File: src/rtl/core/acfr_pkg.sv
// Package for the ASCII command frame receiver.
// Holds shared constants, the action codes, the decode record and the decode function.
// No dependencies.
`timescale 1ns / 1ps

package acfr_pkg;

  localparam int unsigned FrameBytesDef = 8;
  localparam int unsigned HdrBytes      = 6;

  localparam logic [15:0] TimeoutReset = 16'h8000;
  localparam logic [15:0] PollMax      = 16'hFFFF;

  localparam logic [7:0] CharF      = 8'h46;
  localparam logic [7:0] CharDollar = 8'h24;
  localparam logic [7:0] Char0      = 8'h30;
  localparam logic [7:0] Char1      = 8'h31;
  localparam logic [7:0] Char2      = 8'h32;
  localparam logic [7:0] Char3      = 8'h33;
  localparam logic [7:0] DecTen     = 8'd10;

  localparam logic RegTimeout = 1'b0;

  typedef enum logic [2:0] {
    ActNone     = 3'd0,
    ActConfirm  = 3'd1,
    ActSetGreen = 3'd2,
    ActSetRed   = 3'd3,
    ActStop     = 3'd4,
    ActResume   = 3'd5
  } acfr_action_e;

  typedef struct packed {
    logic         frame_ok;
    acfr_action_e action;
    logic [7:0]   time_value;
  } acfr_decode_t;

  function automatic acfr_decode_t acfr_decode(input logic [7:0]  b0,
                                               input logic [7:0]  b2,
                                               input logic [7:0]  b3,
                                               input logic [7:0]  b4,
                                               input logic [7:0]  b5,
                                               input logic [15:0] polls,
                                               input logic [15:0] limit);
    acfr_decode_t r;
    logic [7:0]   d4;
    logic [7:0]   d5;
    logic [7:0]   tens;
    d4   = b4 - Char0;
    d5   = b5 - Char0;
    tens = 8'(d4 * DecTen);
    r.frame_ok   = (polls < limit) && (b0 == CharDollar);
    r.action     = ActNone;
    r.time_value = '0;
    if (r.frame_ok) begin
      if (b2 == Char0) begin
        r.action = ActConfirm;
      end else if (b2 == Char1) begin
        if (b3 == Char1) begin
          r.action = ActSetGreen;
        end else if (b3 == Char2) begin
          r.action = ActSetRed;
        end
        if (r.action != ActNone) begin
          r.time_value = tens + d5;
        end
      end else if (b2 == Char2) begin
        r.action = ActStop;
      end else if (b2 == Char3) begin
        r.action = ActResume;
      end
    end
    return r;
  endfunction

endpackage

File: src/rtl/core/ascii_command_frame_receiver_unit.sv
// Top level of the ASCII command frame receiver: poll sequencer, header
// registers, timeout register and echo buffer. Depends on acfr_pkg and acfr_echo_buf.
`timescale 1ns / 1ps

// Usage:
// Each request on the s_axis channel is one poll; tuser marks that tdata holds a
// received byte. Idle and receive polls are taken one per cycle while no echo
// pass runs, and give no result. The poll that follows the closing of a frame
// gives one m_axis result per held byte (1 to FRAME_BYTES), in arrival order;
// tlast marks the final one, which also carries frame_ok, action and time_value.
// Accepting that poll sets the busy flag; the buffer read port then delivers
// one echo per cycle while m_axis is ready, and the input is held off while
// the echo pass runs.
// A stalled m_axis holds its result in the read data register and halts the echo
// pass; the input stays held off until the last read of that pass is issued.
// Reset returns to idle, drops any pending echo and loads timeout_limit with
// 0x8000. The APB port holds timeout_limit at address 0; pready is always high.
// The buffer needs no clearing pass: only bytes of the current frame are echoed,
// and the header bytes used for decoding are cleared at frame start.

module ascii_command_frame_receiver_unit
  import acfr_pkg::*;
#(
  parameter int unsigned FRAME_BYTES = FrameBytesDef
) (
  input  logic        clk_i,
  input  logic        rst_ni,
  // tuser: [0] has_byte
  input  logic        s_axis_tvalid,
  output logic        s_axis_tready,
  input  logic [7:0]  s_axis_tdata,   // [7:0] rx_byte
  input  logic        s_axis_tuser,
  // tdata: [7:0] echo_byte, [8] frame_ok, [11:9] action, [19:12] time_value,
  //        [23:20] zero; tlast: is_last
  output logic        m_axis_tvalid,
  input  logic        m_axis_tready,
  output logic [23:0] m_axis_tdata,
  output logic        m_axis_tlast,
  input  logic        psel,
  input  logic        penable,
  input  logic        pwrite,
  input  logic [2:0]  paddr,
  input  logic [31:0] pwdata,
  output logic [31:0] prdata,
  output logic        pready
);

  localparam int unsigned CntW  = $clog2(FRAME_BYTES + 1);
  localparam int unsigned AddrW = $clog2(FRAME_BYTES);

  typedef enum logic [2:0] {
    PhIdle    = 3'b001,
    PhReceive = 3'b010,
    PhProcess = 3'b100
  } acfr_phase_e;

  acfr_phase_e      phase_q, phase_d;
  logic [CntW-1:0]  cnt_q, cnt_d;
  logic [15:0]      poll_q, poll_d;
  logic [15:0]      limit_q;
  logic [7:0]       hdr_q [HdrBytes];
  logic [7:0]       hdr_d [HdrBytes];
  logic [7:0]       lastb_q, lastb_d;

  logic             in_fire;
  logic             wr_en;
  logic [CntW-1:0]  wr_idx;
  logic             start;
  logic             busy;
  logic [15:0]      poll_inc;
  logic             closes;
  acfr_decode_t     dec;
  acfr_decode_t     out_dec;
  logic [7:0]       out_byte;
  logic             cfg_wr;

  assign pready = 1'b1;
  assign cfg_wr = psel && penable && pwrite && pready;

  always_ff @(posedge clk_i or negedge rst_ni) begin
    if (!rst_ni) begin
      limit_q <= TimeoutReset;
    end else if (cfg_wr && paddr[2] == RegTimeout) begin
      limit_q <= pwdata[15:0];
    end
  end

  assign prdata = (paddr[2] == RegTimeout) ? {16'h0, limit_q} : '0;

  assign s_axis_tready = !busy;
  assign in_fire       = s_axis_tvalid && s_axis_tready;

  assign poll_inc = (poll_q == PollMax) ? poll_q : poll_q + 16'd1;

  assign closes = (poll_inc > limit_q) ||
                  (lastb_q == CharF) ||
                  (cnt_q >= CntW'(FRAME_BYTES)) ||
                  ((cnt_q >= CntW'(2)) && (hdr_q[1] >= Char0) &&
                   (8'(cnt_q) >= hdr_q[1] - Char0));

  assign dec = acfr_decode(hdr_q[0], hdr_q[2], hdr_q[3], hdr_q[4], hdr_q[5],
                           poll_q, limit_q);

  always_comb begin
    phase_d = phase_q;
    cnt_d   = cnt_q;
    poll_d  = poll_q;
    lastb_d = lastb_q;
    wr_en   = 1'b0;
    wr_idx  = cnt_q;
    start   = 1'b0;
    for (int i = 0; i < HdrBytes; i++) begin
      hdr_d[i] = hdr_q[i];
    end
    if (in_fire) begin
      unique case (phase_q)
        PhIdle: begin
          cnt_d  = '0;
          poll_d = '0;
          if (s_axis_tuser) begin
            wr_en   = 1'b1;
            wr_idx  = '0;
            cnt_d   = CntW'(1);
            lastb_d = s_axis_tdata;
            phase_d = PhReceive;
            for (int i = 0; i < HdrBytes; i++) begin
              hdr_d[i] = '0;
            end
            hdr_d[0] = s_axis_tdata;
          end
        end
        PhReceive: begin
          poll_d = poll_inc;
          if (closes) begin
            phase_d = PhProcess;
          end else if (s_axis_tuser && cnt_q < CntW'(FRAME_BYTES)) begin
            wr_en   = 1'b1;
            cnt_d   = cnt_q + CntW'(1);
            poll_d  = '0;
            lastb_d = s_axis_tdata;
            for (int i = 0; i < HdrBytes; i++) begin
              if (cnt_q == CntW'(i)) begin
                hdr_d[i] = s_axis_tdata;
              end
            end
          end
        end
        PhProcess: begin
          start   = 1'b1;
          phase_d = PhIdle;
        end
        default: begin
          phase_d = PhIdle;
        end
      endcase
    end
  end

  always_ff @(posedge clk_i or negedge rst_ni) begin
    if (!rst_ni) begin
      phase_q <= PhIdle;
      cnt_q   <= '0;
      poll_q  <= '0;
    end else begin
      phase_q <= phase_d;
      cnt_q   <= cnt_d;
      poll_q  <= poll_d;
    end
  end

  always_ff @(posedge clk_i) begin
    lastb_q <= lastb_d;
    for (int i = 0; i < HdrBytes; i++) begin
      hdr_q[i] <= hdr_d[i];
    end
  end

  acfr_echo_buf #(
    .FRAME_BYTES(FRAME_BYTES)
  ) u_echo (
    .clk_i    (clk_i),
    .rst_ni   (rst_ni),
    .wr_en_i  (wr_en),
    .wr_addr_i(wr_idx[AddrW-1:0]),
    .wr_data_i(s_axis_tdata),
    .start_i  (start),
    .count_i  (cnt_q),
    .dec_i    (dec),
    .busy_o   (busy),
    .valid_o  (m_axis_tvalid),
    .ready_i  (m_axis_tready),
    .byte_o   (out_byte),
    .last_o   (m_axis_tlast),
    .dec_o    (out_dec)
  );

  assign m_axis_tdata = {4'h0, out_dec.time_value, out_dec.action, out_dec.frame_ok,
                         out_byte};

`ifndef SYNTHESIS
  a_no_input_during_echo: assert property (@(posedge clk_i) disable iff (!rst_ni)
    busy |-> !s_axis_tready)
    else $error("input accepted during echo pass");

  a_process_starts_echo: assert property (@(posedge clk_i) disable iff (!rst_ni)
    (in_fire && phase_q == PhProcess) |=> (busy && phase_q == PhIdle))
    else $error("process poll did not start an echo pass");

  a_no_action_without_ok: assert property (@(posedge clk_i) disable iff (!rst_ni)
    (m_axis_tvalid && !m_axis_tdata[8]) |-> (m_axis_tdata[19:9] == 11'h0))
    else $error("action or time reported on a frame that is not ok");

  a_write_in_range: assert property (@(posedge clk_i) disable iff (!rst_ni)
    wr_en |-> (wr_idx < CntW'(FRAME_BYTES)))
    else $error("buffer write beyond frame size");
`endif

endmodule

File: src/rtl/core/acfr_echo_buf.sv
// Frame byte buffer and echo sequencer of the ASCII command frame receiver.
// One write port from the receive logic, one registered read port for the echo.
// Depends on acfr_pkg.
`timescale 1ns / 1ps

module acfr_echo_buf
  import acfr_pkg::*;
#(
  parameter int unsigned FRAME_BYTES = FrameBytesDef,
  localparam int unsigned CntW       = $clog2(FRAME_BYTES + 1),
  localparam int unsigned AddrW      = $clog2(FRAME_BYTES)
) (
  input  logic             clk_i,
  input  logic             rst_ni,
  input  logic             wr_en_i,
  input  logic [AddrW-1:0] wr_addr_i,
  input  logic [7:0]       wr_data_i,
  input  logic             start_i,
  input  logic [CntW-1:0]  count_i,
  input  acfr_decode_t     dec_i,
  output logic             busy_o,
  output logic             valid_o,
  input  logic             ready_i,
  output logic [7:0]       byte_o,
  output logic             last_o,
  output acfr_decode_t     dec_o
);

  logic [7:0] mem [FRAME_BYTES];

  logic               busy_q, busy_d;
  logic [CntW-1:0]    ptr_q, ptr_d;
  logic [CntW-1:0]    cnt_q;
  acfr_decode_t       dec_q;
  logic               valid_q, valid_d;
  logic [7:0]         rdata_q;
  logic               last_q;
  acfr_decode_t       odec_q;
  logic               ren;
  logic               last_rd;

  assign ren     = busy_q && (!valid_q || ready_i);
  assign last_rd = (ptr_q == cnt_q - CntW'(1));

  always_comb begin
    busy_d  = busy_q;
    ptr_d   = ptr_q;
    valid_d = valid_q;
    if (ready_i) begin
      valid_d = 1'b0;
    end
    if (ren) begin
      valid_d = 1'b1;
      ptr_d   = ptr_q + CntW'(1);
      if (last_rd) begin
        busy_d = 1'b0;
      end
    end
    if (start_i) begin
      busy_d = 1'b1;
      ptr_d  = '0;
    end
  end

  always_ff @(posedge clk_i or negedge rst_ni) begin
    if (!rst_ni) begin
      busy_q  <= 1'b0;
      ptr_q   <= '0;
      valid_q <= 1'b0;
    end else begin
      busy_q  <= busy_d;
      ptr_q   <= ptr_d;
      valid_q <= valid_d;
    end
  end

  always_ff @(posedge clk_i) begin
    if (start_i) begin
      cnt_q <= count_i;
      dec_q <= dec_i;
    end
  end

  always_ff @(posedge clk_i) begin
    if (wr_en_i) begin
      mem[wr_addr_i] <= wr_data_i;
    end
  end

  always_ff @(posedge clk_i) begin
    if (ren) begin
      rdata_q <= mem[ptr_q[AddrW-1:0]];
      last_q  <= last_rd;
      odec_q  <= last_rd ? dec_q : '0;
    end
  end

  assign busy_o  = busy_q;
  assign valid_o = valid_q;
  assign byte_o  = rdata_q;
  assign last_o  = last_q;
  assign dec_o   = odec_q;

endmodule
File: config.mk
export PLATFORM = sky130hd
export DESIGN_NAME = ascii_command_frame_receiver_unit
export DESIGN_NICKNAME = d
export VERILOG_FILES = /design/src/rtl/core/acfr_pkg.sv /design/src/rtl/core/ascii_command_frame_receiver_unit.sv /design/src/rtl/core/acfr_echo_buf.sv
export SDC_FILE = /design/constraint.sdc
export NUM_CORES = 1
export LEC_CHECK = 0
export BUFFER_PORTS_ARGS = -buffer_cell sky130_fd_sc_hd__buf_2
export CORE_UTILIZATION = 55
export CTS_CLUSTER_SIZE = 16
export DETAILED_ROUTE_END_ITERATION = 10
export PLACE_DENSITY = 0.76
export SLEW_MARGIN = 20
export SYNTH_ARGS = -nofsm -noshare
export SYNTH_HDL_FRONTEND = slang
export SYNTH_SLANG_ARGS = --single-unit
File: constraint.sdc
create_clock -name clk_i -period 5.7 [get_ports clk_i]
set_input_delay 0.57 -clock clk_i [delete_from_list [all_inputs] [get_ports clk_i]]
set_output_delay 0.57 -clock clk_i [all_outputs]
set_load 0.1 [all_outputs]
Word-level counts from Yosys, hierarchy flattened
Memories as Yosys holds them, arrays and structs flattened. A register that Yosys moved wholly into a read port is not among the register bits.
Cells that the tools add are included.
{ "totals": {"register_bits": 82, "ram_bits": 112, "in_bits": 51, "output_inout_bits": 60, "elab_cells": 144, "n_memories": 2} }
{ "mem_list": {"columns": ["name", "words", "word_bits", "read_ports", "rd_ports_with_merged_regs", "wr", "line", "rtl"], "rows": [
  ["u_echo.mem", 8, 8, 1, 1, 1, "acfr_echo_buf.sv:29", "logic [7:0] mem [FRAME_BYTES];"],
  ["hdr_q", 6, 8, 6, 0, 6, "ascii_command_frame_receiver_unit.sv:61", "logic [7:0] hdr_q [HdrBytes];"]
]} }
{ "classes": {"n_addsub": 8, "n_mul": 1, "order_cmp": 7, "n_eq_ne": 22, "mux": 55, "bitwise": 4, "n_reduce_logical": 28} }
{ "ops": {"columns": ["operator", "n"], "rows": [
  ["$mux W48", 4],
  ["$pmux W48 S2", 1],
  ["$mux W8", 9],
  ["$mux W16", 4],
  ["$eq A8 B6 Y1 const B", 7],
  ["$mux W3", 11],
  ["$pmux W16 S2", 1],
  ["$sub A8 B6 Y8 const B", 3],
  ["$add A16 B1 Y16 const B", 1],
  ["$eq A16 B16 Y1 const B", 1],
  ["$gt A16 B16 Y1", 1],
  ["$lt A16 B16 Y1", 1],
  ["$mux W4", 4],
  ["$pmux W8 S2", 1],
  ["$mux W1", 15],
  ["$logic_and A1 B1 Y1", 9],
  ["$add A4 B1 Y4 const B", 2],
  ["$add A8 B8 Y8", 1],
  ["$eq A4 B2 Y1 const B", 2],
  ["$eq A4 B3 Y1 const B", 2],
  ["$eq A8 B7 Y1 const B", 1],
  ["$ge A4 B8 Y1", 1],
  ["$ge A8 B6 Y1 const B", 1],
  ["$mul A8 B3 Y7 const B", 1],
  ["other kinds (26)", 41]
]} }

Depth between registers and ports, before layout
{ "depth": {"word_depth": 11, "depth_mapped": 16, "mapped_depth_nobuf": 14} }

Modules after synthesis
From an unflattened synthesis, not the netlist that was laid out.
{ "unflattened": {"hier_cells": 715, "hier_area_um2": 9753.1} }
{ "modules_own_cells": {"columns": ["module", "instances", "cells_per_inst", "area_each_um2", "seq_area_each_um2"], "rows": [
  ["ascii_command_frame_receiver_unit", 1, 506, 5664.2, 2630.0],
  ["acfr_echo_buf", 1, 209, 4088.9, 3183.1]
]} }

Worst setup path before layout
Ideal clock, no wire load.
{ "synth_path": {"path_kind": "reg-to-reg", "start": "reg poll_q[0]", "end": "mem u_echo.mem[0][0] (enable)", "t_arrival_ps": 3752, "t_required_ps": 5302, "path_slack_ps": 1550, "stages_incl_launch_ff": 15, "n_path_buf": 2, "synth_period_minus_slack_ps": 4150, "path_cell_list": "dfrtp_1 > ha_1 > and3_1 > clkbuf_1 > nand4_2 > buf_6 > mux2_1 > ha_1 > nor2b_1 > o211ai_1 > a2111o_1 > and3_4 > o21a_4 > nand2_1 > o41ai_1"} }
{ "synth_between": {"elab_chain_cells": 11, "word_cells_on_any_way": 12} }
{ "synth_lines": {"columns": ["item", "line", "rtl"], "rows": [
  ["from (decl)", "ascii_command_frame_receiver_unit.sv:59", "logic [15:0] poll_q, poll_d;"],
  ["from (signal assigned)", "ascii_command_frame_receiver_unit.sv:167", "poll_q <= poll_d;"],
  ["$add A16 B1 Y16 / $eq A16 B16 Y1 (equally long branches)", "ascii_command_frame_receiver_unit.sv:93", "assign poll_inc = (poll_q == PollMax) ? poll_q : poll_q + 16'd1;"],
  ["$mux W16 (*)", "ascii_command_frame_receiver_unit.sv:93", null],
  ["$gt A16 B16 Y1 (*)", "ascii_command_frame_receiver_unit.sv:95", "assign closes = (poll_inc > limit_q) ||"],
  ["$logic_or A1 B1 Y1 (*)", "ascii_command_frame_receiver_unit.sv:95", null],
  ["$logic_or A1 B1 Y1 (*)", "ascii_command_frame_receiver_unit.sv:96", "(lastb_q == CharF) ||"],
  ["$logic_or A1 B1 Y1 (*)", "ascii_command_frame_receiver_unit.sv:97", "(cnt_q >= CntW'(FRAME_BYTES)) ||"],
  ["$mux W1 (*)", "ascii_command_frame_receiver_unit.sv:134", "if (closes) begin"],
  ["$pmux W1 S2 (*)", "ascii_command_frame_receiver_unit.sv:116", "unique case (phase_q)"],
  ["$mux W1 (*)", "ascii_command_frame_receiver_unit.sv:115", "if (in_fire) begin"],
  ["$mux W1 (*)", "acfr_echo_buf.sv:85", "if (wr_en_i) begin"],
  ["$mux W1 (implied by the code) (*)", "acfr_echo_buf.sv:86", "mem[wr_addr_i] <= wr_data_i;"],
  ["to (decl)", "acfr_echo_buf.sv:29", null]
]} }
Every way passes the cells marked *; elsewhere a longest branch is shown, timed or not.

Worst setup path after layout
{ "layout_path": {"start": "reg poll_q[0]", "end": "mem u_echo.mem[2][7] (enable)"} }
The elaborated chain is that of the path after synthesis.

==> flow_metrics.env <==
export IMPL_outcome="completed"
export IMPL_cts_hold_buf=0
export IMPL_cp_start_kind="flop"
export IMPL_core_region_area_sq_mm=0.0168
export IMPL_grt_max_degree=46
export IMPL_arrival_ps=4810
export IMPL_first_pass_iters=5
export IMPL_clkTransAtPathRegs_ps=60
export IMPL_yosysSeqAreaShare_pct=60.5
export IMPL_synthCells=689
export IMPL_gr_usage_met3_pct=3.78
export IMPL_final_cell_mix="edfxtp_1, buf_2, ha_1"
export IMPL_cts_made_buffers=21
export IMPL_finalMaxSlewViolations=0
export IMPL_n_antenna_cell=0
export IMPL_ctsResizeCount=0
export IMPL_yosysUniqueCellTypes=71
export IMPL_hold_path_class="in -> async"
export IMPL_dpl_hpwl_um=12700
export IMPL_synth_seq_cells=201
export IMPL_synth_flop_cell="edfxtp_1"
export IMPL_wl_per_cell_um=18.4
export IMPL_max_slew_margin_pct=37.0
export IMPL_route_detailed_drc=0
export IMPL_drt_total_wl_um=18500
export IMPL_seqPwrFrac_pct=45.0
export IMPL_postSynthAreaPerCell_sq_um=13.9
export IMPL_synth_warnings=0
export IMPL_cap_viol_max_count=0
export IMPL_antenna_found_initial=0
export IMPL_numPortBuffers=71
export IMPL_dieHeight_um=134
export IMPL_fmax_ghz=0.217
export IMPL_track_usage_pct=21.3
export IMPL_power_total_mw=4.05
export IMPL_ant_nets=0
export IMPL_cts_tree="built"
export IMPL_async_reset_ff_share_pct=22.4
export IMPL_cts_max_level=1
export IMPL_finalCritPeriodShare_pct=80.9
export IMPL_die_w_um=134
export IMPL_swShare_pct=30.3
export IMPL_vias=5779
export IMPL_layout_commonest_cell="edfxtp_1"
export IMPL_layout_drive_gt1_share_pct=21.8
export IMPL_fp_dieArea_sq_mm=0.0180
export IMPL_io_pins=111
export IMPL_routabilityCongestion=0.856
export IMPL_areaGrowthSynthToFinish_pct=12.3
export IMPL_initial_utilization_pct=57.1
export IMPL_cp_max_fo=14
export IMPL_vdd_drop_max_v=0.000316
export IMPL_hold_viol_final=0
export IMPL_critical_path_class="reg -> reg"
export IMPL_crit_path_end_kind="flop"
export IMPL_via_per_inst=5.75
export IMPL_rsz0062_at_grt="no"
export IMPL_placementRows=47
export IMPL_holdWs_ps=93.6
export IMPL_postCtsSetupRepairBufs=0
export IMPL_tightestPinTransition_ps=944
export IMPL_clk_path_buf_depth=3
export IMPL_finalSetupViolations=0
export IMPL_clk_latency_ps=500
export IMPL_drt_iter0_drc=286
export IMPL_cellPowerDensity_mw_per_mm2=375
export IMPL_grtUsageMet2_pct=37.3
export IMPL_tns_ps=0
export IMPL_p_switching_mw=1.23
export IMPL_leakagePower_nw=4.44
export IMPL_crit_required_ps=5900
export IMPL_cts_root_buf="clkbuf_16"
export IMPL_overflow=0
export IMPL_clkPwrFrac_pct=31.5
export IMPL_internal_power_mw=2.82
export IMPL_clkSinkCount=201
export IMPL_grt_busiest_layer="met2"
export IMPL_synth_edff_count=156
export IMPL_post_route_min_period_ps=4610
export IMPL_syn_cell_area_sq_mm=0.00961
export IMPL_clock_skew_ps=8.33
export IMPL_use_met1_pct=27.2
export IMPL_grt_pass1_vias=5863
export IMPL_p_comb_share_pct=23.5
export IMPL_grt_pass1_wl_um=29800
export IMPL_nets=884
Yosys cell counts (13+ instances only):
cell,number,share of area (%)
clkbuf_1,14,0.55
dfrtp_1,43,11
inv_1,33,1.3
nor2_1,45,1.8
xnor2_1,26,2.4
and3_1,17,1.1
a21oi_1,32,1.7
nand2_1,19,0.74
nor3_1,13,0.68
a32o_1,13,1.4
buf_4,22,1.7
and2_1,23,1.5
mux4_2,16,3.8
mux2_2,24,2.8
nand3_1,14,0.73
ha_1,61,7.9
edfxtp_1,156,49
power groups by stage:
stage / combinational, mW / clock [mW] / sequential, mW
3_5_place_dp: 0.935 / 0 / 1.85
4_1_cts: 0.951 / 1.30 / 1.82
3_3_place_gp: 0.902 / 0 / 1.84
2_1_floorplan: 0.761 / 0 / 1.81
5_1_grt: 1.04 / 1.35 / 1.84
6_report: 0.951 / 1.28 / 1.82
final timing paths:
path | start | endpoint | slack (ps) | cells past startpoint
setup / recovery | poll_q[0]$_DFFE_PN0P_ | u_echo.mem[2][7]$_DFFE_PP_ | 1090 | 12
hold / removal | rst_ni | limit_q[6]$_DFFE_PN0P_ | 90 | 1
setup reg to reg | poll_q[0]$_DFFE_PN0P_ | u_echo.mem[2][7]$_DFFE_PP_ | 1090 | 12
hold reg to reg | limit_q[11]$_DFFE_PN0P_ | limit_q[11]$_DFFE_PN0P_ | 500 | 1
max in group asynchronous | rst_ni | u_echo.ptr_q[2]$_DFFE_PN0P_ | 5180 | 1
min in group clk_i | pwdata[1] | limit_q[1]$_DFFE_PN0P_ | 300 | 2
critical path: stages (launching register included):
cell	delay [ps]
dfrtp_1	460
ha_1	230
and3_1	350
nand4_2	390
and4_1	360
xor2_1	170
ha_1	320
nand4_1	200
nor4_2	500
o21a_4	250
nand2_1	150
nor4_1	610
buf_4	310
sequential cells by signal, summed over array words and instances, names as in the netlist:
name	flops
limit_q	16
cnt_q	4
u_echo.dec_q	12
lastb_q	8
u_echo.valid_o	1
u_echo.cnt_q	4
u_echo.dec_o	12
phase_q	3
poll_q	16
u_echo.ptr_q	4
u_echo.busy_o	1
u_echo.last_o	1
hdr_q	47
u_echo.byte_o	8
u_echo.mem	64
kinds of logic (layout without fill, tap and decap cells):
kind of cell    after synthesis  count (layout)  share of synthesized area [%]
fa+ha+maj                    63              63                           8.36
buf+inv                      80             157                           4.22
xor+xnor                     32              32                           2.92
flops                       201             201                           60.5
simple gates                181             181                           10.4
other cells                   2              21                         0.0782
compound gates               88              88                           6.67
mux                          42              42                           6.79
through the flow:
step                std cells  cell area (sq um)  util [%]  setup WS [ps]
finish                   1005              10800      64.1           1090
global route             1005              10800      64.1            839
detailed placement        967              10100      60.3           1190
floorplan                 708               9680         -           1550
global placement          967              10100      60.3           1460
CTS                      1005              10800      64.1           1140
final cells by class:
cell class,instances,area [sq um]
clock buffer,30,569
clock inverter,8,71.3
fill,1223,6030
inverter,35,131
multi-input combinational,427,3470
sequential,201,5810
tap,220,275
timing repair buffer,84,455
per-layer routing:
layer	vias up	part of all wire [%]
li1	2709	-
met1	2840	42
met2	190	50
met3	40	5.4
met4	0	2.7
met5	-	0
Power figures use the tool's default switching activity.
